[config.mk]
export PLATFORM = sky130hd
export DESIGN_NAME = adaptive_filter_period_supervisor_top_flat
export DESIGN_NICKNAME = d
export VERILOG_FILES = /design/src/hw/rtl/afps_pkg.sv /design/src/hw/rtl/afps_if.sv /design/src/hw/rtl/afps_cfg.sv /design/src/hw/rtl/afps_core.sv /design/src/hw/rtl/adaptive_filter_period_supervisor_top.sv /design/src/flat_wrapper.sv
export SDC_FILE = /design/constraint.sdc
export NUM_CORES = 1
export LEC_CHECK = 0
export BUFFER_PORTS_ARGS = -buffer_cell sky130_fd_sc_hd__buf_2
export CORE_MARGIN = 1
export CORE_UTILIZATION = 50
export CTS_CLUSTER_SIZE = 12
export DETAILED_ROUTE_END_ITERATION = 10
export GPL_TIMING_DRIVEN = 1
export PLACE_DENSITY = 0.65
export SLEW_MARGIN = 25
export SYNTH_ARGS = -nofsm -noshare
export SYNTH_HDL_FRONTEND = slang
export SYNTH_HIERARCHICAL = 1
export SYNTH_SLANG_ARGS = --single-unit
export TNS_END_PERCENT = 30
[constraint.sdc]
create_clock -name clk -period 6.6 [get_ports clk]
set_clock_uncertainty 0.15 [all_clocks]
set_input_delay 0.99 -clock clk [delete_from_list [all_inputs] [get_ports clk]]
set_output_delay 0.99 -clock clk [all_outputs]
set_load 0.05 [all_outputs]
[src/hw/rtl/afps_pkg.sv]
// Shared types and constants for the adaptive filter period supervisor.
// Register indexes, register widths, reset values and the register bundle type.
// No dependencies.
`timescale 1ns / 1ps
`default_nettype none

package afps_pkg;

  localparam int CFG_IDX_W  = 3;
  localparam int CFG_DATA_W = 16;

  localparam logic [CFG_IDX_W-1:0] REG_STILL_THRESH  = 3'd0;
  localparam logic [CFG_IDX_W-1:0] REG_MOVING_THRESH = 3'd1;
  localparam logic [CFG_IDX_W-1:0] REG_EQUIL_THRESH  = 3'd2;
  localparam logic [CFG_IDX_W-1:0] REG_ARM_THRESH    = 3'd3;
  localparam logic [CFG_IDX_W-1:0] REG_AMP_THRESH    = 3'd4;
  localparam logic [CFG_IDX_W-1:0] REG_WAIT_MS       = 3'd5;
  localparam logic [CFG_IDX_W-1:0] REG_MAX_PERIOD    = 3'd6;

  localparam int STILL_W  = 16;
  localparam int MOVING_W = 16;
  localparam int EQUIL_W  = 13;
  localparam int ARMTH_W  = 13;
  localparam int AMP_W    = 14;
  localparam int WAIT_W   = 16;
  localparam int MAXP_W   = 4;
  localparam int TIME_W   = 32;

  localparam logic [STILL_W-1:0]  RST_STILL_THRESH  = 16'd44;
  localparam logic [MOVING_W-1:0] RST_MOVING_THRESH = 16'd87;
  localparam logic [EQUIL_W-1:0]  RST_EQUIL_THRESH  = 13'd11;
  localparam logic [ARMTH_W-1:0]  RST_ARM_THRESH    = 13'd12;
  localparam logic [AMP_W-1:0]    RST_AMP_THRESH    = 14'd137;
  localparam logic [WAIT_W-1:0]   RST_WAIT_MS       = 16'd500;
  localparam logic [MAXP_W-1:0]   RST_MAX_PERIOD    = 4'd2;

  typedef struct packed {
    logic [STILL_W-1:0]  still_thresh;
    logic [MOVING_W-1:0] moving_thresh;
    logic [EQUIL_W-1:0]  equilibrium_thresh;
    logic [ARMTH_W-1:0]  arm_thresh;
    logic [AMP_W-1:0]    amp_thresh;
    logic [WAIT_W-1:0]   stability_wait_ms;
    logic [MAXP_W-1:0]   max_filter_period;
  } cfg_t;

endpackage

`default_nettype wire

[src/hw/rtl/afps_if.sv]
// Valid/ready channel interfaces for sample requests and result requests.
// Depends on afps_pkg for the timestamp width.
`timescale 1ns / 1ps
`default_nettype none

interface afps_in_if
  import afps_pkg::*;
#(
  parameter int ANGLE_BITS = 14
);
  logic                         valid;
  logic                         ready;
  logic signed [ANGLE_BITS-1:0] pend_angle;
  logic signed [ANGLE_BITS-1:0] arm_angle;
  logic [TIME_W-1:0]            now_ms;

  modport source (output valid, output pend_angle, output arm_angle, output now_ms,
                  input ready);
  modport sink   (input valid, input pend_angle, input arm_angle, input now_ms,
                  output ready);
endinterface

interface afps_out_if #(
  parameter int PERIOD_BITS = 4
);
  logic                   valid;
  logic                   ready;
  logic [PERIOD_BITS-1:0] filter_period;
  logic                   filter_on;
  logic                   is_stable;
  logic                   clear_integral;

  modport source (output valid, output filter_period, output filter_on,
                  output is_stable, output clear_integral, input ready);
  modport sink   (input valid, input filter_period, input filter_on,
                  input is_stable, input clear_integral, output ready);
endinterface

`default_nettype wire

[src/hw/rtl/afps_cfg.sv]
// Configuration register file: seven write-only thresholds and limits.
// Depends on afps_pkg for indexes, widths and reset values.
`timescale 1ns / 1ps
`default_nettype none

module afps_cfg
  import afps_pkg::*;
(
  input  wire logic                  clk,
  input  wire logic                  rst_n,
  input  wire logic                  cfg_we,
  input  wire logic [CFG_IDX_W-1:0]  cfg_idx,
  input  wire logic [CFG_DATA_W-1:0] cfg_wdata,
  output cfg_t                       cfg
);

  cfg_t cfg_r;

  always_ff @(posedge clk) begin
    if (!rst_n) begin
      cfg_r.still_thresh       <= RST_STILL_THRESH;
      cfg_r.moving_thresh      <= RST_MOVING_THRESH;
      cfg_r.equilibrium_thresh <= RST_EQUIL_THRESH;
      cfg_r.arm_thresh         <= RST_ARM_THRESH;
      cfg_r.amp_thresh         <= RST_AMP_THRESH;
      cfg_r.stability_wait_ms  <= RST_WAIT_MS;
      cfg_r.max_filter_period  <= RST_MAX_PERIOD;
    end else if (cfg_we) begin
      unique case (cfg_idx)
        REG_STILL_THRESH:  cfg_r.still_thresh       <= cfg_wdata[STILL_W-1:0];
        REG_MOVING_THRESH: cfg_r.moving_thresh      <= cfg_wdata[MOVING_W-1:0];
        REG_EQUIL_THRESH:  cfg_r.equilibrium_thresh <= cfg_wdata[EQUIL_W-1:0];
        REG_ARM_THRESH:    cfg_r.arm_thresh         <= cfg_wdata[ARMTH_W-1:0];
        REG_AMP_THRESH:    cfg_r.amp_thresh         <= cfg_wdata[AMP_W-1:0];
        REG_WAIT_MS:       cfg_r.stability_wait_ms  <= cfg_wdata[WAIT_W-1:0];
        REG_MAX_PERIOD:    cfg_r.max_filter_period  <= cfg_wdata[MAXP_W-1:0];
        default: ;
      endcase
    end
  end

  assign cfg = cfg_r;

endmodule

`default_nettype wire

[src/hw/rtl/afps_core.sv]
// Supervisor step logic and its state: stability loss, disable/enable ramps and
// the four-phase oscillation detector. Depends on afps_pkg.
`timescale 1ns / 1ps
`default_nettype none

module afps_core
  import afps_pkg::*;
#(
  parameter int ANGLE_BITS  = 14,
  parameter int PERIOD_BITS = 4
)(
  input  wire logic                         clk,
  input  wire logic                         rst_n,
  input  wire cfg_t                         cfg,
  input  wire logic                         step,
  input  wire logic signed [ANGLE_BITS-1:0] pend_angle,
  input  wire logic signed [ANGLE_BITS-1:0] arm_angle,
  input  wire logic [TIME_W-1:0]            now_ms,
  output logic [PERIOD_BITS-1:0]            res_period,
  output logic                              res_filter_on,
  output logic                              res_stable,
  output logic                              res_clear
);

  localparam int DW  = ANGLE_BITS + 1;
  localparam int CW  = ANGLE_BITS + 8;
  localparam int PW2 = PERIOD_BITS + MAXP_W;
  localparam logic [PW2-1:0] PMASK = PW2'((1 << PERIOD_BITS) - 1);
  localparam logic [PERIOD_BITS-1:0] PONE = PERIOD_BITS'(1);

  logic                   stable_r, stable_nxt;
  logic                   filter_r, filter_nxt;
  logic                   dis_r, dis_nxt;
  logic                   en_r, en_nxt;
  logic [PERIOD_BITS-1:0] period_r, period_nxt;
  logic [1:0]             phase_r, phase_nxt;
  logic [ANGLE_BITS-1:0]  first_r, first_nxt;
  logic [ANGLE_BITS-1:0]  second_r, second_nxt;
  logic [ANGLE_BITS-1:0]  prev_r, prev_nxt;
  logic [TIME_W-1:0]      last_r, last_nxt;
  logic                   clear_nxt;

  logic signed [DW-1:0] arm_d, amp_d;
  logic [DW-1:0]        arm_dmag, amp_mag;
  logic [ANGLE_BITS-1:0] pend_mag, arm_mag;
  logic [CW-1:0]        speed, amp_w, pend_w, arm_w;
  logic [CW-1:0]        still_w, moving_w, equil_w, armth_w, ampth_w;
  logic [TIME_W-1:0]    elapsed;
  logic                 holdoff_done, is_still, is_moving, settled;
  logic [PW2-1:0]       max_eff;

  assign arm_d    = DW'(arm_angle) - DW'($signed(prev_r));
  assign arm_dmag = arm_d[DW-1] ? DW'(-arm_d) : DW'(arm_d);
  assign amp_d    = DW'($signed(second_r)) - DW'($signed(first_r));
  assign amp_mag  = amp_d[DW-1] ? DW'(-amp_d) : DW'(amp_d);
  assign pend_mag = pend_angle[ANGLE_BITS-1] ? ANGLE_BITS'(-pend_angle)
                                             : ANGLE_BITS'(pend_angle);
  assign arm_mag  = arm_angle[ANGLE_BITS-1] ? ANGLE_BITS'(-arm_angle)
                                            : ANGLE_BITS'(arm_angle);

  assign speed    = CW'({arm_dmag, 6'b0});
  assign amp_w    = CW'(amp_mag);
  assign pend_w   = CW'(pend_mag);
  assign arm_w    = CW'(arm_mag);
  assign still_w  = CW'(cfg.still_thresh);
  assign moving_w = CW'(cfg.moving_thresh);
  assign equil_w  = CW'(cfg.equilibrium_thresh);
  assign armth_w  = CW'(cfg.arm_thresh);
  assign ampth_w  = CW'(cfg.amp_thresh);

  assign elapsed      = now_ms - last_r;
  assign holdoff_done = elapsed > TIME_W'(cfg.stability_wait_ms);
  assign is_still     = speed < still_w;
  assign is_moving    = speed > moving_w;
  assign max_eff      = PW2'(cfg.max_filter_period) & PMASK;

  always_comb begin
    stable_nxt = stable_r;
    filter_nxt = filter_r;
    dis_nxt    = dis_r;
    en_nxt     = en_r;
    period_nxt = period_r;
    phase_nxt  = phase_r;
    first_nxt  = first_r;
    second_nxt = second_r;
    prev_nxt   = prev_r;
    last_nxt   = last_r;
    clear_nxt  = 1'b0;
    settled    = 1'b0;
    if (holdoff_done) begin
      if (pend_w > equil_w && stable_r) begin
        dis_nxt    = 1'b1;
        stable_nxt = 1'b0;
      end
      if (dis_nxt) begin
        if (period_nxt <= PONE) begin
          dis_nxt    = 1'b0;
          filter_nxt = 1'b0;
        end else begin
          period_nxt = period_nxt - PONE;
        end
      end
      if (!filter_nxt) begin
        if (!en_r) begin
          // oscillation detector: still, moving, still, then amplitude
          prev_nxt = arm_angle;
          if (is_still && phase_r == 2'd0) begin
            first_nxt = arm_angle;
            phase_nxt = 2'd1;
          end else if (is_moving && phase_r == 2'd1) begin
            phase_nxt = 2'd2;
          end else if (is_still && phase_r == 2'd2) begin
            second_nxt = arm_angle;
            phase_nxt  = 2'd3;
          end else if (phase_r == 2'd3) begin
            phase_nxt = 2'd0;
            settled   = amp_w < ampth_w;
          end
          if (settled) begin
            en_nxt = 1'b1;
          end
        end
        if (en_nxt && arm_w < armth_w) begin
          if (PW2'(period_nxt) >= max_eff) begin
            en_nxt     = 1'b0;
            stable_nxt = 1'b1;
            filter_nxt = 1'b1;
            clear_nxt  = 1'b1;
            last_nxt   = now_ms;
          end else begin
            period_nxt = period_nxt + PONE;
          end
        end
      end
    end
  end

  always_ff @(posedge clk) begin
    if (!rst_n) begin
      stable_r <= 1'b0;
      filter_r <= 1'b0;
      dis_r    <= 1'b0;
      en_r     <= 1'b0;
      period_r <= PONE;
      phase_r  <= 2'd0;
      first_r  <= '0;
      second_r <= '0;
      prev_r   <= '0;
      last_r   <= '0;
    end else if (step) begin
      stable_r <= stable_nxt;
      filter_r <= filter_nxt;
      dis_r    <= dis_nxt;
      en_r     <= en_nxt;
      period_r <= period_nxt;
      phase_r  <= phase_nxt;
      first_r  <= first_nxt;
      second_r <= second_nxt;
      prev_r   <= prev_nxt;
      last_r   <= last_nxt;
    end
  end

  assign res_period    = period_nxt;
  assign res_filter_on = filter_nxt;
  assign res_stable    = stable_nxt;
  assign res_clear     = clear_nxt;

  a_stable_implies_on: assert property (@(posedge clk) disable iff (!rst_n)
    stable_r |-> (filter_r && !en_r))
    else $error("stable without filter on, or with enable ramp armed");

  a_disable_needs_on: assert property (@(posedge clk) disable iff (!rst_n)
    dis_r |-> filter_r)
    else $error("disable ramp running with filter off");

  a_period_nonzero: assert property (@(posedge clk) disable iff (!rst_n)
    period_r != '0)
    else $error("filter period reached zero");

  a_clear_on_enable: assert property (@(posedge clk) disable iff (!rst_n)
    (step && res_clear) |=> (filter_r && stable_r && last_r == $past(now_ms)))
    else $error("integral clear without completed enable");

endmodule

`default_nettype wire

[src/hw/rtl/adaptive_filter_period_supervisor_top.sv]
// Top level of the adaptive filter period supervisor.
// Instantiates afps_cfg and afps_core; uses afps_pkg and the afps_if channels.
//
// Usage:
//   in_ch  : sample requests (pend_angle, arm_angle, now_ms), valid/ready.
//   out_ch : one result request per sample (filter_period, filter_on,
//            is_stable, clear_integral), valid/ready.
//   cfg_*  : write-only port; user writes only while block idle, unenforced.
// Timing: an accepted sample is held in the input register; the step logic
//   then updates the supervisor state and loads the output register.
//   Throughput is one sample per cycle while out_ch.ready stays high.
// Stall: while a result waits in the output register, one more sample can be
//   taken into the input register; in_ch.ready then drops until out_ch.ready.
// Reset: synchronous, active low; clears the pipeline valids, the supervisor
//   state (period 1, filter off, not stable) and loads register defaults.
`timescale 1ns / 1ps
`default_nettype none

module adaptive_filter_period_supervisor_top
  import afps_pkg::*;
#(
  parameter int ANGLE_BITS  = 14,
  parameter int PERIOD_BITS = 4
)(
  input  wire logic                  clk,
  input  wire logic                  rst_n,
  afps_in_if.sink                    in_ch,
  afps_out_if.source                 out_ch,
  input  wire logic                  cfg_we,
  input  wire logic [CFG_IDX_W-1:0]  cfg_idx,
  input  wire logic [CFG_DATA_W-1:0] cfg_wdata
);

  cfg_t cfg;

  logic                         s1_valid_r;
  logic signed [ANGLE_BITS-1:0] s1_pend_r;
  logic signed [ANGLE_BITS-1:0] s1_arm_r;
  logic [TIME_W-1:0]            s1_now_r;

  logic                   out_valid_r;
  logic [PERIOD_BITS-1:0] out_period_r;
  logic                   out_on_r;
  logic                   out_stable_r;
  logic                   out_clear_r;

  logic                   step;
  logic                   in_take;
  logic [PERIOD_BITS-1:0] res_period;
  logic                   res_filter_on;
  logic                   res_stable;
  logic                   res_clear;

  assign step         = s1_valid_r && (!out_valid_r || out_ch.ready);
  assign in_ch.ready  = !s1_valid_r || step;
  assign in_take      = in_ch.valid && in_ch.ready;

  afps_cfg u_cfg (
    .clk       (clk),
    .rst_n     (rst_n),
    .cfg_we    (cfg_we),
    .cfg_idx   (cfg_idx),
    .cfg_wdata (cfg_wdata),
    .cfg       (cfg)
  );

  afps_core #(
    .ANGLE_BITS  (ANGLE_BITS),
    .PERIOD_BITS (PERIOD_BITS)
  ) u_core (
    .clk           (clk),
    .rst_n         (rst_n),
    .cfg           (cfg),
    .step          (step),
    .pend_angle    (s1_pend_r),
    .arm_angle     (s1_arm_r),
    .now_ms        (s1_now_r),
    .res_period    (res_period),
    .res_filter_on (res_filter_on),
    .res_stable    (res_stable),
    .res_clear     (res_clear)
  );

  always_ff @(posedge clk) begin
    if (!rst_n) begin
      s1_valid_r <= 1'b0;
    end else if (in_ch.ready) begin
      s1_valid_r <= in_ch.valid;
    end
  end

  always_ff @(posedge clk) begin
    if (in_take) begin
      s1_pend_r <= in_ch.pend_angle;
      s1_arm_r  <= in_ch.arm_angle;
      s1_now_r  <= in_ch.now_ms;
    end
  end

  always_ff @(posedge clk) begin
    if (!rst_n) begin
      out_valid_r <= 1'b0;
    end else if (step) begin
      out_valid_r <= 1'b1;
    end else if (out_ch.ready) begin
      out_valid_r <= 1'b0;
    end
  end

  always_ff @(posedge clk) begin
    if (step) begin
      out_period_r <= res_period;
      out_on_r     <= res_filter_on;
      out_stable_r <= res_stable;
      out_clear_r  <= res_clear;
    end
  end

  assign out_ch.valid          = out_valid_r;
  assign out_ch.filter_period  = out_period_r;
  assign out_ch.filter_on      = out_on_r;
  assign out_ch.is_stable      = out_stable_r;
  assign out_ch.clear_integral = out_clear_r;

endmodule

`default_nettype wire
[src/flat_wrapper.sv]
// flat-port wrapper written by rule: the top's interface ports become plain ports
module adaptive_filter_period_supervisor_top_flat import afps_pkg::*;
#(
  parameter int ANGLE_BITS  = 14,
  parameter int PERIOD_BITS = 4
)
  (clk, rst_n, cfg_we, cfg_idx, cfg_wdata, in_ch_valid, in_ch_pend_angle, in_ch_arm_angle, in_ch_now_ms, in_ch_ready, out_ch_valid, out_ch_filter_period, out_ch_filter_on, out_ch_is_stable, out_ch_clear_integral, out_ch_ready);
  afps_in_if #(.ANGLE_BITS(ANGLE_BITS)) in_ch_i ();
  afps_out_if #(.PERIOD_BITS(PERIOD_BITS)) out_ch_i ();
  input  wire logic clk;
  input  wire logic rst_n;
  input  wire logic cfg_we;
  input  wire logic [CFG_IDX_W-1:0] cfg_idx;
  input  wire logic [CFG_DATA_W-1:0] cfg_wdata;
  input wire logic [$bits(in_ch_i.valid)-1:0] in_ch_valid;
  input wire logic [$bits(in_ch_i.pend_angle)-1:0] in_ch_pend_angle;
  input wire logic [$bits(in_ch_i.arm_angle)-1:0] in_ch_arm_angle;
  input wire logic [$bits(in_ch_i.now_ms)-1:0] in_ch_now_ms;
  output wire logic [$bits(in_ch_i.ready)-1:0] in_ch_ready;
  output wire logic [$bits(out_ch_i.valid)-1:0] out_ch_valid;
  output wire logic [$bits(out_ch_i.filter_period)-1:0] out_ch_filter_period;
  output wire logic [$bits(out_ch_i.filter_on)-1:0] out_ch_filter_on;
  output wire logic [$bits(out_ch_i.is_stable)-1:0] out_ch_is_stable;
  output wire logic [$bits(out_ch_i.clear_integral)-1:0] out_ch_clear_integral;
  input wire logic [$bits(out_ch_i.ready)-1:0] out_ch_ready;
  assign in_ch_i.valid = in_ch_valid;
  assign in_ch_i.pend_angle = in_ch_pend_angle;
  assign in_ch_i.arm_angle = in_ch_arm_angle;
  assign in_ch_i.now_ms = in_ch_now_ms;
  assign in_ch_ready = in_ch_i.ready;
  assign out_ch_valid = out_ch_i.valid;
  assign out_ch_filter_period = out_ch_i.filter_period;
  assign out_ch_filter_on = out_ch_i.filter_on;
  assign out_ch_is_stable = out_ch_i.is_stable;
  assign out_ch_clear_integral = out_ch_i.clear_integral;
  assign out_ch_i.ready = out_ch_ready;
  adaptive_filter_period_supervisor_top #(.ANGLE_BITS(ANGLE_BITS), .PERIOD_BITS(PERIOD_BITS)) u_core (.clk(clk), .rst_n(rst_n), .in_ch(in_ch_i), .out_ch(out_ch_i), .cfg_we(cfg_we), .cfg_idx(cfg_idx), .cfg_wdata(cfg_wdata));
endmodule
; Word-level counts from Yosys, hierarchy flattened
; Index checks and enable logic that the tools add are counted.
[totals]
reg_bits = 245
out_inout_bits = 9
inputBits = 84
[op_classes]
reduce_logical = 30
mux = 46
magnitude_cmp = 8
eq_ne = 9
bitwise_logic = 5
addsub = 9
[ops]
columns = operator, n
row1 = 32-bit by 16-bit greater-than comparator with 1-bit output, 1
row2 = 32-bit subtractor, 1
row3 = 1-bit two-way mux, 31
row4 = 15-bit two-way mux, 2
row5 = 15-bit negation, 2
row6 = 14-bit by 14-bit subtractor with 15-bit output, 2
row7 = 14-bit two-way mux, 2
row8 = 4-bit two-way mux, 7
row9 = 14-bit negation, 2
row10 = 21-bit by 16-bit greater-than comparator with 1-bit output, 1
row11 = 21-bit by 16-bit < comparator with 1-bit output, 1
row12 = 2-bit AND reduction, 8
row13 = 15-bit by 14-bit < comparator with 1-bit output, 1
row14 = 5-bit AND reduction, 3
row15 = 14-bit by 13-bit greater-than comparator with 1-bit output, 1
row16 = 14-bit by 13-bit < comparator with 1-bit output, 1
row17 = "3-bit equality test, second input constant", 3
row18 = 2-bit two-way mux, 4
row19 = 1-bit logical AND, 7
row20 = 7-bit AND reduction, 1
row21 = "3-bit by 2-bit equality test with 1-bit output, second input constant", 2
row22 = 1-bit NOT, 5
row23 = "4-bit by 1-bit adder with 4-bit output, second input constant", 1
row24 = "2-bit equality test, second input constant", 2
row25 = 14 further kinds, 16

; Logic depth before layout (Yosys ltp)
[logic_depth]
word_depth = 19
ltp_mapped = 25
ltp_nobuf = 24

; Modules after synthesis
; The synthesis kept the hierarchy.
[modules_own_cells]
columns = module, area_each_um2, cells_per_inst, instances
row1 = afps_core, 10625.2, 1425, 1
row2 = afps_cfg, 3510.9, 337, 1
row3 = adaptive_filter_period_supervisor_top, 2115.8, 76, 1

; Worst setup path after synthesis
; No wires, ideal clock.
[synth_timing]
kind = register to register
from = register u_core.s1_pend_r[8]
to = register u_core.u_core.period_r[0]
slack_ns = 1.330
period_less_slack_ns = 5.270
t_required_ns = 6.327
stages_incl_launch_ff = 20
n_path_buf = 0
arrival_ns = 4.997
path_cell_list = edfxtp_1 -> or4_1 -> o41ai_1 -> xnor2_1 -> ha_1 -> nand4_1 -> o31a_1 -> a31oi_1 -> o31ai_1 -> nor2_1 -> xnor2_1 -> ha_1 -> nand2b_1 -> a21o_1 -> a21o_1 -> a21oi_1 -> nand3_1 -> or3_1 -> a211oi_1 -> mux2_1
[synth_between]
elab_chain_cells = 13
[synth_lines]
columns = element, line
row1 = start: declaration, adaptive_filter_period_supervisor_top.sv:37  ; logic signed [ANGLE_BITS-1:0] s1_pend_r;
row2 = start signal: assignment, adaptive_filter_period_supervisor_top.sv:94  ; s1_pend_r <= in_ch.pend_angle;
row3 = 14-bit negation, afps_core.sv:56  ; assign pend_mag = pend_angle[ANGLE_BITS-1] ? ANGLE_BITS'(-pend_angle)
row4 = 14-bit two-way mux *, afps_core.sv:56
row5 = 14-bit by 13-bit greater-than comparator with 1-bit output *, afps_core.sv:91  ; if (pend_w > equil_w && stable_r) begin
row6 = 1-bit logical AND *, afps_core.sv:91
row7 = 1-bit two-way mux *, afps_core.sv:91
row8 = 1-bit two-way mux *, afps_core.sv:90  ; if (holdoff_done) begin
row9 = 4-bit two-way mux, afps_core.sv:95  ; if (dis_nxt) begin
row10 = 4-bit two-way mux, afps_core.sv:90
row11 = 4-bit by 1-bit adder with 4-bit output or 4-bit >= comparator (tied branches), "afps_core.sv:131, afps_core.sv:124"
row12 = 4-bit two-way mux, afps_core.sv:124  ; if (PW2'(period_nxt) >= max_eff) begin
row13 = 4-bit two-way mux, afps_core.sv:123  ; if (en_nxt && arm_w < armth_w) begin
row14 = 4-bit two-way mux *, afps_core.sv:103  ; if (!filter_nxt) begin
row15 = 4-bit two-way mux *, afps_core.sv:90
row16 = end signal: assignment, afps_core.sv:155  ; period_r <= period_nxt;
row17 = end: declaration, afps_core.sv:35  ; logic [PERIOD_BITS-1:0] period_r, period_nxt;
; Every way passes the cells marked *; elsewhere a longest branch is shown, timed or not. The select of a mux whose other input is x is not followed.
; A chain may end at the register's enable or synchronous reset.

; Worst setup path in the final report
[layout_timing]
from = register u_core.s1_pend_r[3]
to = register u_core.u_core.period_r[0]
; The elaborated chain is that of the path after synthesis.

==> flow_summary.json <==
{
  "dieArea_mm2": 0.0332,
  "worstRegToRegCells": 20,
  "hold_depth": 2,
  "dr_total_vias": 13400,
  "grt_util_met1": 0.302,
  "cp.required_ns": 6.88,
  "dp_hpwl_um": 30700,
  "syn-num-nets": 2069,
  "fp-row-count": 65,
  "cts_tree": "done",
  "power_density_mw_per_mm2": 217,
  "synthFlopType": "dfxtp_1",
  "drive_above_1_share": 0.110,
  "finalWorstSetupSlack_ns": 0.664,
  "hold_viol_final": 0,
  "final_core_util": 0.562,
  "grt_max_degree": 80,
  "grt_antenna_before_repair": 0,
  "clk_pin_slew_ns": 0.06,
  "first_pass_iters": 5,
  "maxCapViolations": 0,
  "min_path_type": "reg -> reg",
  "die_width_um": 182,
  "synth.avg_cell_area_um2": 8.84,
  "portBuffers": 92,
  "multi_input_area_mm2": 0.00964,
  "placed_area_mm2": 0.0170,
  "cts_hold_buf": 0,
  "htreeDepth": 1,
  "synth.most_common_cell": "nand2_1",
  "rsz0062_at_grt": "false",
  "ir_drop_v": 0.000201,
  "grt_pass1_vias": 13200,
  "syn_inst": 1838,
  "yosysUniqueCellTypes": 94,
  "drt-total-wl_um": 41900,
  "register_area_mm2": 0.00558,
  "clock_path_buffers": 3,
  "drc": 0,
  "synth-edff-count": 67,
  "clock-sinks": 245,
  "initialDrtViolationCount": 814,
  "fin_crit_ns": 5.94,
  "start_util": 0.511,
  "track_usage": 0.250,
  "num-fill-cells": 2921,
  "setup_viol": 0,
  "slew_violations": 0,
  "seq_area_frac_synth": 0.343,
  "clk_latency_ns": 0.55,
  "cts-root-buf": "clkbuf_16",
  "fin_crit_sh": 0.899,
  "area_delta_synth_final_pct": 10.0,
  "grt_overflow_total": 0,
  "core_mm2": 0.0318,
  "yosys_warnings": 6,
  "io-pin-count": 93,
  "grt_pass1_wl_um": 67300,
  "synthTopCellsByArea": "dfxtp_1, edfxtp_1, ha_1",
  "fin_tns_setup_ns": 0,
  "finalInstanceArea_mm2": 0.0179,
  "crit_type": "reg -> reg",
  "num_antenna_cells": 0,
  "cp-start-kind": "register",
  "num-nets-final": 2120,
  "gp_congestion": 0.904,
  "netlist.area_leader.share": 0.219,
  "tightestPinTransition_ns": 1.05,
  "leakagePower_nw": 7.23,
  "outcome": "completed",
  "die_h_um": 182,
  "slew_headroom": 0.298,
  "critPathCaptureType": "register",
  "grtUsageMet2": 0.453,
  "cp_max_fo": 7,
  "pre_cts_ws_ns": 0.408,
  "synthTopCellsByCount": "nand2_1, dfxtp_1, inv_1, ha_1, mux2i_1",
  "clock.fmax_mhz": 168,
  "use_met3": 0.0267,
  "avgRoutedWirePerCell_um": 17.9,
  "cts_buffers": 27,
  "cp_data_arrival_time_ns": 6.22,
  "stdcell_count": 2343,
  "grt.busiest_layer": "met2",
  "async_reset_ff_frac": 0,
  "numPlacedInstances": 2295,
  "ant_nets": 0,
  "netlist_area_mm2": 0.0163,
  "viasPerCell": 5.73,
  "synth.largest_area_cell": "dfxtp_1",
  "ys_ff_latch": 245
}
## path summary, 6_finish.rpt
kind	startpoint	endpoint	slack (ns)
min	u_core/u_cfg/cfg[73]	u_core/u_cfg/cfg[73]	0.31
min reg2reg	u_core/u_cfg/cfg[73]	u_core/u_cfg/cfg[73]	0.31
max	u_core/s1_pend_r[3]	u_core/u_core/period_r[0]	0.66
max reg2reg	u_core/s1_pend_r[3]	u_core/u_core/period_r[0]	0.66
## registers in the layout (all words and copies together), names as in the netlist, 2 cells and up
signal                       cells
u_core/u_core/last_r            32
u_core/u_cfg/cfg                92
u_core/u_core/period_r           4
u_core/s1_arm_r                 14
u_core/s1_now_r                 32
u_core/out_ch.filter_period      4
u_core/u_core/first_r           14
u_core/s1_pend_r                14
u_core/u_core/prev_r            14
u_core/u_core/second_r          14
u_core/u_core/phase_r            2
## area by class of cell
class                      count  area share
tap                          435      0.0304
timing repair buffer         109      0.0337
sequential                   245       0.312
clock inverter                 6     0.00315
clock buffer                  42      0.0460
multi-input combinational   1336       0.539
inverter                     170      0.0357
## cells by family after synthesis
family,after synthesis,synth area share
simple gates,541,0.169
fa+ha+maj,147,0.115
compound gates,429,0.177
mux,131,0.0811
flops,245,0.343
xor+xnor,88,0.0474
buf+inv,257,0.0676
## cells in the final DEF, fill, tap and decap left out, drive strengths merged, types with 7 or more instances in the layout
master,synthesis,routed
a211oi,17,17
nor3,25,25
mux2i,126,126
buf,42,109
nor4,9,9
o21ai,88,88
nor2,74,74
xor2,20,20
o211ai,11,11
or4,9,9
nor2b,42,42
inv,170,171
a21o,18,18
nand4,52,52
o21a,23,23
and2,7,7
dfxtp,178,178
a21oi,131,131
nand2,213,213
o31ai,50,50
or3,10,10
ha,144,144
o41ai,7,7
a31oi,13,13
nand3,38,38
clkbuf,45,42
nand2b,19,19
xnor2,68,68
and3,9,9
edfxtp,67,67
a211o,9,9
## report_power, final
group	total, mW	internal (mW)	switching, mW
logic	0.755	0.293	0.462
clock network	1.50	0.887	0.612
registers	1.63	1.59	0.0380
## per-layer routing
metal  wire (um)  up-vias
met3        1450       92
met1       18200     6385
met5           0        -
li1            -     6685
met4        1640        0
met2       20600      267
## per-stage QoR
stage	power (mW)	hold WS (ns)
global placement	2.39	0.294
finish	3.88	0.305
global route	4.06	0.320
CTS	3.91	0.308
detailed placement	2.41	0.299
floorplan	2.19	0.283
## worst max-delay path, cell delays in order (launching register included)
cell	delay, ns
edfxtp_1	0.43
nor3_1	0.37
nand3b_1	0.20
o31ai_1	0.30
xnor2_1	0.17
ha_1	0.27
a211oi_1	0.27
o21ai_0	0.14
o211a_1	0.17
o31ai_2	0.52
nor2_1	0.22
xnor2_1	0.26
ha_1	0.27
nand2b_1	0.15
a21o_1	0.18
a21o_1	0.17
a21oi_1	0.39
nand3_1	0.15
or3_1	0.42
a211oi_1	0.28
mux2_1	0.34
## repair_timing
action | in CTS | in global routing
setup endpoints to repair | 0 | 1
buffers inserted | 0 | 0
resized for setup | 0 | 1
Power figures use the tool's default switching activity.
